$ cat config.mk
export PLATFORM = sky130hd
export DESIGN_NAME = scoe_cordic
export DESIGN_NICKNAME = d
export VERILOG_FILES = /design/src/hdl/symmetry_copy_euler_offset_top_defines.svh /design/src/hdl/scoe_pkg.sv /design/src/hdl/scoe_cordic.sv
export SDC_FILE = /design/constraint.sdc
export NUM_CORES = 2
export LEC_CHECK = 0
export ABC_AREA = 0
export BUFFER_PORTS_ARGS = -buffer_cell sky130_fd_sc_hd__buf_2
export CELL_PAD_IN_SITES_DETAIL_PLACEMENT = 0
export CELL_PAD_IN_SITES_GLOBAL_PLACEMENT = 1
export CORE_MARGIN = 3
export CORE_UTILIZATION = 50
export DETAILED_ROUTE_END_ITERATION = 8
export PLACE_DENSITY = 0.95
export SLEW_MARGIN = 20
export SYNTH_ARGS = -nofsm -noshare
export SYNTH_HDL_FRONTEND = slang
export SYNTH_SLANG_ARGS = --single-unit
$ cat constraint.sdc
create_clock -name clk -period 18.65 [get_ports clk]
set_clock_uncertainty 0.1 [all_clocks]
set_input_delay 1.865 -clock clk [delete_from_list [all_inputs] [get_ports clk]]
set_output_delay 1.865 -clock clk [all_outputs]
set_load 0.05 [all_outputs]
$ cat src/hdl/symmetry_copy_euler_offset_top_defines.svh
// Assertion macros shared by the symmetry copy Euler offset RTL.
`ifndef SYMMETRY_COPY_EULER_OFFSET_TOP_DEFINES_SVH
`define SYMMETRY_COPY_EULER_OFFSET_TOP_DEFINES_SVH

// Same-cycle implication, checked only while out of reset.
`define SCOE_ASSERT_IMPLY(label, ck, rn, ante, cons, msg) \
    label: assert property (@(posedge ck) disable iff (!rn) (ante) |-> (cons)) \
        else $error(msg);

// Implication that fires a fixed number of cycles after the antecedent.
`define SCOE_ASSERT_LATER(label, ck, rn, ante, dly, cons, msg) \
    label: assert property (@(posedge ck) disable iff (!rn) (ante) |-> ##(dly) (cons)) \
        else $error(msg);

`endif

$ cat src/hdl/scoe_pkg.sv
// Shared constants, types and tables of the symmetry copy Euler offset block.
`timescale 1ns / 1ps
package scoe_pkg;

    localparam int FRAC_BITS       = 8;
    localparam int MAX_ORDER       = 32;
    localparam int ANG_Q           = 16;
    localparam int TRIG_SHIFT      = 30;
    localparam int CORDIC_STEPS    = 16;
    localparam int CORDIC_STAGES   = 4;
    localparam int STEPS_PER_STAGE = CORDIC_STEPS / CORDIC_STAGES;
    localparam int CORDIC_GAIN     = 652032874;

    localparam int FULL_Q8    = 360 * (2 ** FRAC_BITS);
    localparam int HALF_Q8    = 180 * (2 ** FRAC_BITS);
    localparam int QUARTER_Q8 = 90 * (2 ** FRAC_BITS);

    localparam int K_W      = 6;
    localparam int ANG_W    = 19;
    localparam int ROT_W    = 20;
    localparam int OFS_W    = 19;
    localparam int SHIFT_W  = 20;
    localparam int CFG_W    = 19;
    localparam int CFG_IDX_W = 3;
    localparam int NUM_W    = 22;
    localparam int RECIP_W  = 28;
    localparam int RECIP_SHIFT = 27;
    localparam int OFF_W    = 17;
    localparam int RED_W    = 18;
    localparam int LIFT_W   = 22;
    localparam int Z_W      = 26;
    localparam int XY_W     = 33;
    localparam int TRIG_W   = 32;
    localparam int ROW_W    = 33;
    localparam int PROD_W   = ROW_W + OFS_W;
    localparam int ACC_W    = PROD_W + 2;

    // Sideband delay from the angle stage to the last matrix stage.
    localparam int SB_DEPTH = 9;
    // Cycles from the accepting edge to the edge that takes the result.
    localparam int PIPE_LAT = 14;

    typedef enum logic [CFG_IDX_W-1:0] {
        REG_GROUP_KIND     = 3'd0,
        REG_SYMMETRY_ORDER = 3'd1,
        REG_OFFSET_X       = 3'd2,
        REG_OFFSET_Y       = 3'd3,
        REG_OFFSET_Z       = 3'd4
    } cfg_reg_t;

    typedef struct packed {
        logic signed [TRIG_W-1:0] cz0;
        logic signed [TRIG_W-1:0] sz0;
        logic signed [TRIG_W-1:0] cy;
        logic signed [TRIG_W-1:0] sy;
        logic signed [TRIG_W-1:0] cz1;
        logic signed [TRIG_W-1:0] sz1;
    } trig_set_t;

    // ceil(2^27 / n); exact floor division of numerators below 2^22.
    function automatic logic [RECIP_W-1:0] recip_of(input logic [K_W-1:0] n);
        logic [RECIP_W-1:0] r;
        case (n)
            6'd1:    r = 28'd134217728;
            6'd2:    r = 28'd67108864;
            6'd3:    r = 28'd44739243;
            6'd4:    r = 28'd33554432;
            6'd5:    r = 28'd26843546;
            6'd6:    r = 28'd22369622;
            6'd7:    r = 28'd19173962;
            6'd8:    r = 28'd16777216;
            6'd9:    r = 28'd14913081;
            6'd10:   r = 28'd13421773;
            6'd11:   r = 28'd12201612;
            6'd12:   r = 28'd11184811;
            6'd13:   r = 28'd10324441;
            6'd14:   r = 28'd9586981;
            6'd15:   r = 28'd8947849;
            6'd16:   r = 28'd8388608;
            6'd17:   r = 28'd7895161;
            6'd18:   r = 28'd7456541;
            6'd19:   r = 28'd7064091;
            6'd20:   r = 28'd6710887;
            6'd21:   r = 28'd6391321;
            6'd22:   r = 28'd6100806;
            6'd23:   r = 28'd5835554;
            6'd24:   r = 28'd5592406;
            6'd25:   r = 28'd5368710;
            6'd26:   r = 28'd5162221;
            6'd27:   r = 28'd4971027;
            6'd28:   r = 28'd4793491;
            6'd29:   r = 28'd4628198;
            6'd30:   r = 28'd4473925;
            6'd31:   r = 28'd4329605;
            6'd32:   r = 28'd4194304;
            default: r = '0;
        endcase
        return r;
    endfunction

    // atan(2^-i) in degrees, Q16.
    function automatic logic signed [Z_W-1:0] atan_of(input int i);
        logic signed [Z_W-1:0] a;
        case (i)
            0:       a = 26'sd2949120;
            1:       a = 26'sd1740967;
            2:       a = 26'sd919879;
            3:       a = 26'sd466945;
            4:       a = 26'sd234379;
            5:       a = 26'sd117304;
            6:       a = 26'sd58666;
            7:       a = 26'sd29335;
            8:       a = 26'sd14668;
            9:       a = 26'sd7334;
            10:      a = 26'sd3667;
            11:      a = 26'sd1833;
            12:      a = 26'sd917;
            13:      a = 26'sd458;
            14:      a = 26'sd229;
            15:      a = 26'sd115;
            default: a = '0;
        endcase
        return a;
    endfunction

    // Q30 product with a floor shift back to Q30.
    function automatic logic signed [TRIG_W-1:0] mq(input logic signed [TRIG_W-1:0] a,
                                                    input logic signed [TRIG_W-1:0] b);
        logic signed [2*TRIG_W-1:0] p;
        p = (2*TRIG_W)'(a) * (2*TRIG_W)'(b);
        return p[TRIG_SHIFT+TRIG_W-1:TRIG_SHIFT];
    endfunction

endpackage

$ cat src/hdl/scoe_cordic.sv
// Angle reduction and pipelined rotation CORDIC giving cosine and sine in Q30.
`timescale 1ns / 1ps
module scoe_cordic (
    input  logic                                   clk,
    input  logic signed [scoe_pkg::ROT_W-1:0]      angle,
    output logic signed [scoe_pkg::TRIG_W-1:0]     cos_val,
    output logic signed [scoe_pkg::TRIG_W-1:0]     sin_val
);
    import scoe_pkg::*;

    logic signed [Z_W-1:0]  z_first_next;
    logic                   neg_first_next;
    logic signed [Z_W-1:0]  z_first_reg;
    logic                   neg_reg [0:CORDIC_STAGES];
    logic signed [XY_W-1:0] x_reg [1:CORDIC_STAGES];
    logic signed [XY_W-1:0] y_reg [1:CORDIC_STAGES];
    logic signed [Z_W-1:0]  z_reg [1:CORDIC_STAGES];
    logic signed [TRIG_W-1:0] cos_reg;
    logic signed [TRIG_W-1:0] sin_reg;

    // Reduce to [0, 360), then to (-180, 180], then fold into +-90.
    always_comb
    begin
        logic signed [LIFT_W-1:0] lifted;
        logic signed [LIFT_W-1:0] wrapped;
        logic signed [RED_W-1:0]  centered;
        logic signed [RED_W-1:0]  folded;
        lifted = LIFT_W'(angle) + LIFT_W'(4 * FULL_Q8);
        if (lifted >= LIFT_W'(6 * FULL_Q8))
        begin
            wrapped = lifted - LIFT_W'(6 * FULL_Q8);
        end
        else if (lifted >= LIFT_W'(5 * FULL_Q8))
        begin
            wrapped = lifted - LIFT_W'(5 * FULL_Q8);
        end
        else if (lifted >= LIFT_W'(4 * FULL_Q8))
        begin
            wrapped = lifted - LIFT_W'(4 * FULL_Q8);
        end
        else if (lifted >= LIFT_W'(3 * FULL_Q8))
        begin
            wrapped = lifted - LIFT_W'(3 * FULL_Q8);
        end
        else if (lifted >= LIFT_W'(2 * FULL_Q8))
        begin
            wrapped = lifted - LIFT_W'(2 * FULL_Q8);
        end
        else if (lifted >= LIFT_W'(FULL_Q8))
        begin
            wrapped = lifted - LIFT_W'(FULL_Q8);
        end
        else
        begin
            wrapped = lifted;
        end
        if (wrapped > LIFT_W'(HALF_Q8))
        begin
            centered = RED_W'(wrapped - LIFT_W'(FULL_Q8));
        end
        else
        begin
            centered = RED_W'(wrapped);
        end
        neg_first_next = 1'b0;
        folded = centered;
        if (centered > RED_W'(QUARTER_Q8))
        begin
            folded = centered - RED_W'(HALF_Q8);
            neg_first_next = 1'b1;
        end
        else if (centered < -RED_W'(QUARTER_Q8))
        begin
            folded = centered + RED_W'(HALF_Q8);
            neg_first_next = 1'b1;
        end
        z_first_next = Z_W'(folded) <<< (ANG_Q - FRAC_BITS);
    end

    always_ff @(posedge clk)
    begin
        z_first_reg <= z_first_next;
        neg_reg[0]  <= neg_first_next;
    end

    for (genvar s = 0; s < CORDIC_STAGES; s++)
    begin : g_stage
        logic signed [XY_W-1:0] x_in;
        logic signed [XY_W-1:0] y_in;
        logic signed [Z_W-1:0]  z_in;
        logic signed [XY_W-1:0] x_next;
        logic signed [XY_W-1:0] y_next;
        logic signed [Z_W-1:0]  z_next;

        if (s == 0)
        begin : g_head
            assign x_in = XY_W'(CORDIC_GAIN);
            assign y_in = '0;
            assign z_in = z_first_reg;
        end
        else
        begin : g_body
            assign x_in = x_reg[s];
            assign y_in = y_reg[s];
            assign z_in = z_reg[s];
        end

        always_comb
        begin
            logic signed [XY_W-1:0] xt;
            logic signed [XY_W-1:0] yt;
            logic signed [XY_W-1:0] dx;
            logic signed [XY_W-1:0] dy;
            logic signed [Z_W-1:0]  zt;
            xt = x_in;
            yt = y_in;
            zt = z_in;
            for (int j = 0; j < STEPS_PER_STAGE; j++)
            begin
                dx = yt >>> (s * STEPS_PER_STAGE + j);
                dy = xt >>> (s * STEPS_PER_STAGE + j);
                if (zt >= 0)
                begin
                    xt = xt - dx;
                    yt = yt + dy;
                    zt = zt - atan_of(s * STEPS_PER_STAGE + j);
                end
                else
                begin
                    xt = xt + dx;
                    yt = yt - dy;
                    zt = zt + atan_of(s * STEPS_PER_STAGE + j);
                end
            end
            x_next = xt;
            y_next = yt;
            z_next = zt;
        end

        always_ff @(posedge clk)
        begin
            x_reg[s+1]   <= x_next;
            y_reg[s+1]   <= y_next;
            z_reg[s+1]   <= z_next;
            neg_reg[s+1] <= neg_reg[s];
        end
    end

    always_ff @(posedge clk)
    begin
        if (neg_reg[CORDIC_STAGES])
        begin
            cos_reg <= TRIG_W'(-x_reg[CORDIC_STAGES]);
            sin_reg <= TRIG_W'(-y_reg[CORDIC_STAGES]);
        end
        else
        begin
            cos_reg <= TRIG_W'(x_reg[CORDIC_STAGES]);
            sin_reg <= TRIG_W'(y_reg[CORDIC_STAGES]);
        end
    end

    assign cos_val = cos_reg;
    assign sin_val = sin_reg;

endmodule

---- Yosys cells after proc, flatten, opt, wreduce, memory -nomap -nowiden ----
Memories as Yosys holds them, arrays and structs flattened.
Cells that the tools add are included.
storage, ports and cells
  output and inout bits ................... 64
  logic and storage cells ................. 228
  bits of input ports ..................... 21
  bits in writable memories ............... 373
  memories ................................ 4
  flip-flop bits (word level) ............. 82
cells by class
  $lt $le $gt $ge ......................... 25
  muxes and demuxes ....................... 92
  add/sub/neg operators ................... 104
memories
  name     words  width  rd ports  clocked after Yosys merged registers in  wr ports  RTL line           source
  x_reg    4      33     4         0                                        4         scoe_cordic.sv:15  logic signed [XY_W-1:0] x_reg [1:CORDIC_STAGES];
  y_reg    4      33     4         0                                        4         scoe_cordic.sv:16  logic signed [XY_W-1:0] y_reg [1:CORDIC_STAGES];
  z_reg    4      26     3         0                                        4         scoe_cordic.sv:17  logic signed [Z_W-1:0] z_reg [1:CORDIC_STAGES];
  neg_reg  5      1      5         0                                        5         scoe_cordic.sv:14  logic neg_reg [0:CORDIC_STAGES];
operators with widths
  cell                    number
  $mux 26                 48
  $mux 33                 31
  $add 26x26->26          16
  $ge 26x1->1 const B     16
  $sub 26x26->26          16
  $mux 22                 6
  $add 33x18->33          2
  $add 33x19->33          2
  $add 33x20->33          2
  $add 33x21->33          2
  $add 33x22->33          2
  $add 33x23->33          2
  $add 33x24->33          2
  $add 33x25->33          2
  $add 33x26->33          2
  $add 33x27->33          2
  $add 33x28->33          2
  $add 33x29->33          2
  $add 33x30->33          2
  $add 33x31->33          2
  $sub 21x20->22 const B  3
  $sub 33x18->33          2
  $sub 33x19->33          2
  $sub 33x20->33          2
  33 further kinds        51

---- Logic depth before layout (Yosys ltp) ----
An unclocked memory read counts as a cell.
  depth after elaboration ................. 17
  gate-level depth with buffers ........... 69
  mapped depth without buffers ............ 68

---- Worst setup path after synthesis ----
OpenSTA, ideal clock, no wires.
  path type ............................... reg-to-reg
  from .................................... register z_reg[0][77] (netlist name)
  to ...................................... register x_reg[0][131] (netlist name)
  data arrival time ....................... 14.222 ns
  slack ................................... 4.203 ns
  buffers on the path ..................... 8
  setup time .............................. 0.125 ns
  clock period less this slack ............ 14.447 ns
  cell stages (with the launch flop) ...... 66
  cell sequence ........................... dfxtp_1 clkbuf_1 clkinv_1 ha_1 o21ai_0 o21bai_1 a31oi_1 o21ai_0 a21oi_1 a21oi_1 a311oi_1 or3_1 o21a_1 clkbuf_1 inv_1 clkbuf_1 buf_1 ha_1 (+30 left out) xnor2_1 ha_1 nor2b_1 o21ai_0 a21boi_0 o21ai_0 a21oi_1 o21a_1 o21a_1 o41ai_1 o21ai_0 o41ai_1 o211a_1 o41a_1 o21ai_0 a21o_1 o31ai_1 xnor2_1

==> qor.yml <==
gp_congestion: 1.00
layout_common_cells: "1,242 x ha_1, 1,078 x xnor2_1, 972 x nor2_1"
r2r_start: "x_reg[0][117]"
seq_area_frac_synth_pct: 10.5
synth_area_per_cell_um2: 7.49
crit_buf_inv: 2
antenna_found_initial: 5
worst_pin_slew_ns: 1.19
clock-sinks: 423
cts-htree-levels: 2
root_buffer: "clkbuf_16"
nNetsFinal: 12100
area_delta_synth_final_pct: 5.83
ys.warnings.count: 0
slew_viol_final: 0
relSlewSlack_pct: 20.0
cp.depth: 58
grt_pass1_vias: 74800
rsz0062_at_grt: "no"
synth_seq_cells: 423
die_y_um: 408
gr-total-overflow: 0
path_max_fanout: 6
die_x_um: 408
ctsResizeCount: 0
fin_util_pct: 53.6
worstHoldPathCells: 0
crit_type: "flip-flop to flip-flop"
final_common_cell: "ha_1"
wl_per_cell_um: 19.8
start_util_pct: 50.7
drcViolationCount: 0
min_period_ns: 16.90
drtAntennaViolNets: 0
status: "finished, final reports clean"
cp_slowest_cell: "or4_1"
arrival_ns: 17.40
die_area_um2: 166000
cts.clk_slew.worst_paths_ns: 0.07
synth_nets: 12100
setup.worst_path.end: "x_reg[0][161]"
totalWireLength_um: 257000
pre_cts_ws_ns: 2.21
dpl.hpwl_um: 215000
async_flop_share_pct: 0
first_iter_violations: 7058
grt_max_degree: 65
post_cts_buffers: 0
diodes: 0
setup-tns-final_ns: 0
crit_path_start: "x_reg[0][117]"
period_share_pct: 90.6
nFillCells: 15400
pin_count: 85
worst_hold_path_type: "flip-flop to flip-flop"
num_vias: 80100
clk_latency_ns: 0.68
cp.required_ns: 19.15
cts_tree: "done"
ys_types: 109
mappedNetlistArea_um2: 80800
grtUsageTotal_pct: 29.1
rrSetupSlack_ns: 1.75
r2r_cells: 58
final-setup-viol-count: 0
synth_ff_type: "dfxtp_1"
postCtsHoldBufs: 0
rows: 146
via_per_inst: 6.17
start_kind: "flip-flop"
cts_buffers: 51
layout-drive-gt1-share_pct: 4.21
cp_top_family: "simple AND/OR/NAND/NOR gates"
portBuffers: 84
r2r_end: "x_reg[0][161]"
crit_path_end_kind: "flip-flop"
max_freq_mhz: 59.2
synth-edff-count: 0
grt_pass1_wl_um: 403000
crit_path_max_incr_delay_ns: 0.63
fin_ws_ns: 1.75
drv_cap: 0
syn_inst: 10800
core_region_area_um2: 159000
drt_pass1_iterations: 6
clk_path_buf_depth: 3
hold_viol: 0
## layout make-up
class                           count  area (µm²)  area share, %
Tap cell                         2146        2690           3.14
Timing Repair Buffer              131         773          0.904
Clock buffer                       56        1350           1.57
Inverter                          596        2240           2.62
Multi-Input combinational cell   9583       69500           81.2
Clock inverter                     40         547          0.639
Sequential cell                   423        8470           9.91
## per-stage QoR
step | instance area, µm² | hold WS (ns) | instances
after CTS | 85500 | 0.231 | 13000
after detailed placement | 83600 | 0.218 | 12900
after global placement | 83600 | 0.212 | 12900
after global routing | 85500 | 0.232 | 13000
final | 85500 | 0.228 | 13000
after floorplan | 80800 | 0.210 | 10800
## kinds of logic (layout without fill, tap and decap cells)
kind of cell / Yosys count / after routing / share of synthesized area (%)
and+or+nand+nor: 3192 / 3192 / 19.3
buffers and inverters: 782 / 823 / 3.67
muxes: 113 / 113 / 1.51
xor gates and xnor gates: 1565 / 1565 / 17.1
DFF: 423 / 423 / 10.5
adders and majority gates: 1283 / 1283 / 20.2
AOI/OAI and AO/OA: 3430 / 3430 / 27.6
## worst min-delay path by stage
stage,end,from,slack [ns]
6_report,neg_reg[0][4],neg_reg[0][3],0.23
5_1_grt,neg_reg[0][4],neg_reg[0][3],0.23
4_1_cts,neg_reg[0][4],neg_reg[0][3],0.23
3_5_place_dp,neg_reg[0][4],neg_reg[0][3],0.22
3_3_place_gp,neg_reg[0][4],neg_reg[0][3],0.21
2_1_floorplan,neg_reg[0][1],neg_reg[0][0],0.21
## metal layers
layer	up-vias	share of wire (%)	global-route usage, %
met1	37800	45	38.6
li1	39400	-	-
met3	452	5.6	2.86
met5	-	0.020	0
met4	8	4.0	10.8
met2	2437	46	48.8
## synthesized netlist by cell type (all sizes together), types with 78 or more instances
master  count  area, µm²
o21a      220       1650
or3       128        816
o41ai      81        732
nand2     680       2550
clkbuf    150        563
o31ai     158       1190
a31oi     120        757
a21oi     951       4760
and3      102        638
and2       83        519
a21o      328       2460
xnor2    1087       9610
ha       1242      15500
dfxtp     423       8470
o21ai     685       3430
nor3      305       1530
a21boi     78        586
nor2      973       3650
nand3     203       1020
o21bai    150       1130
nor2b     160       1000
a211oi    130        991
nor4       91        607
xor2      474       4150
nand2b    176       1100
inv       593       2230
Power is left out: the tool's default activity adds up to more than one toggle a clock period on the data nets, which glitch-free logic cannot reach.
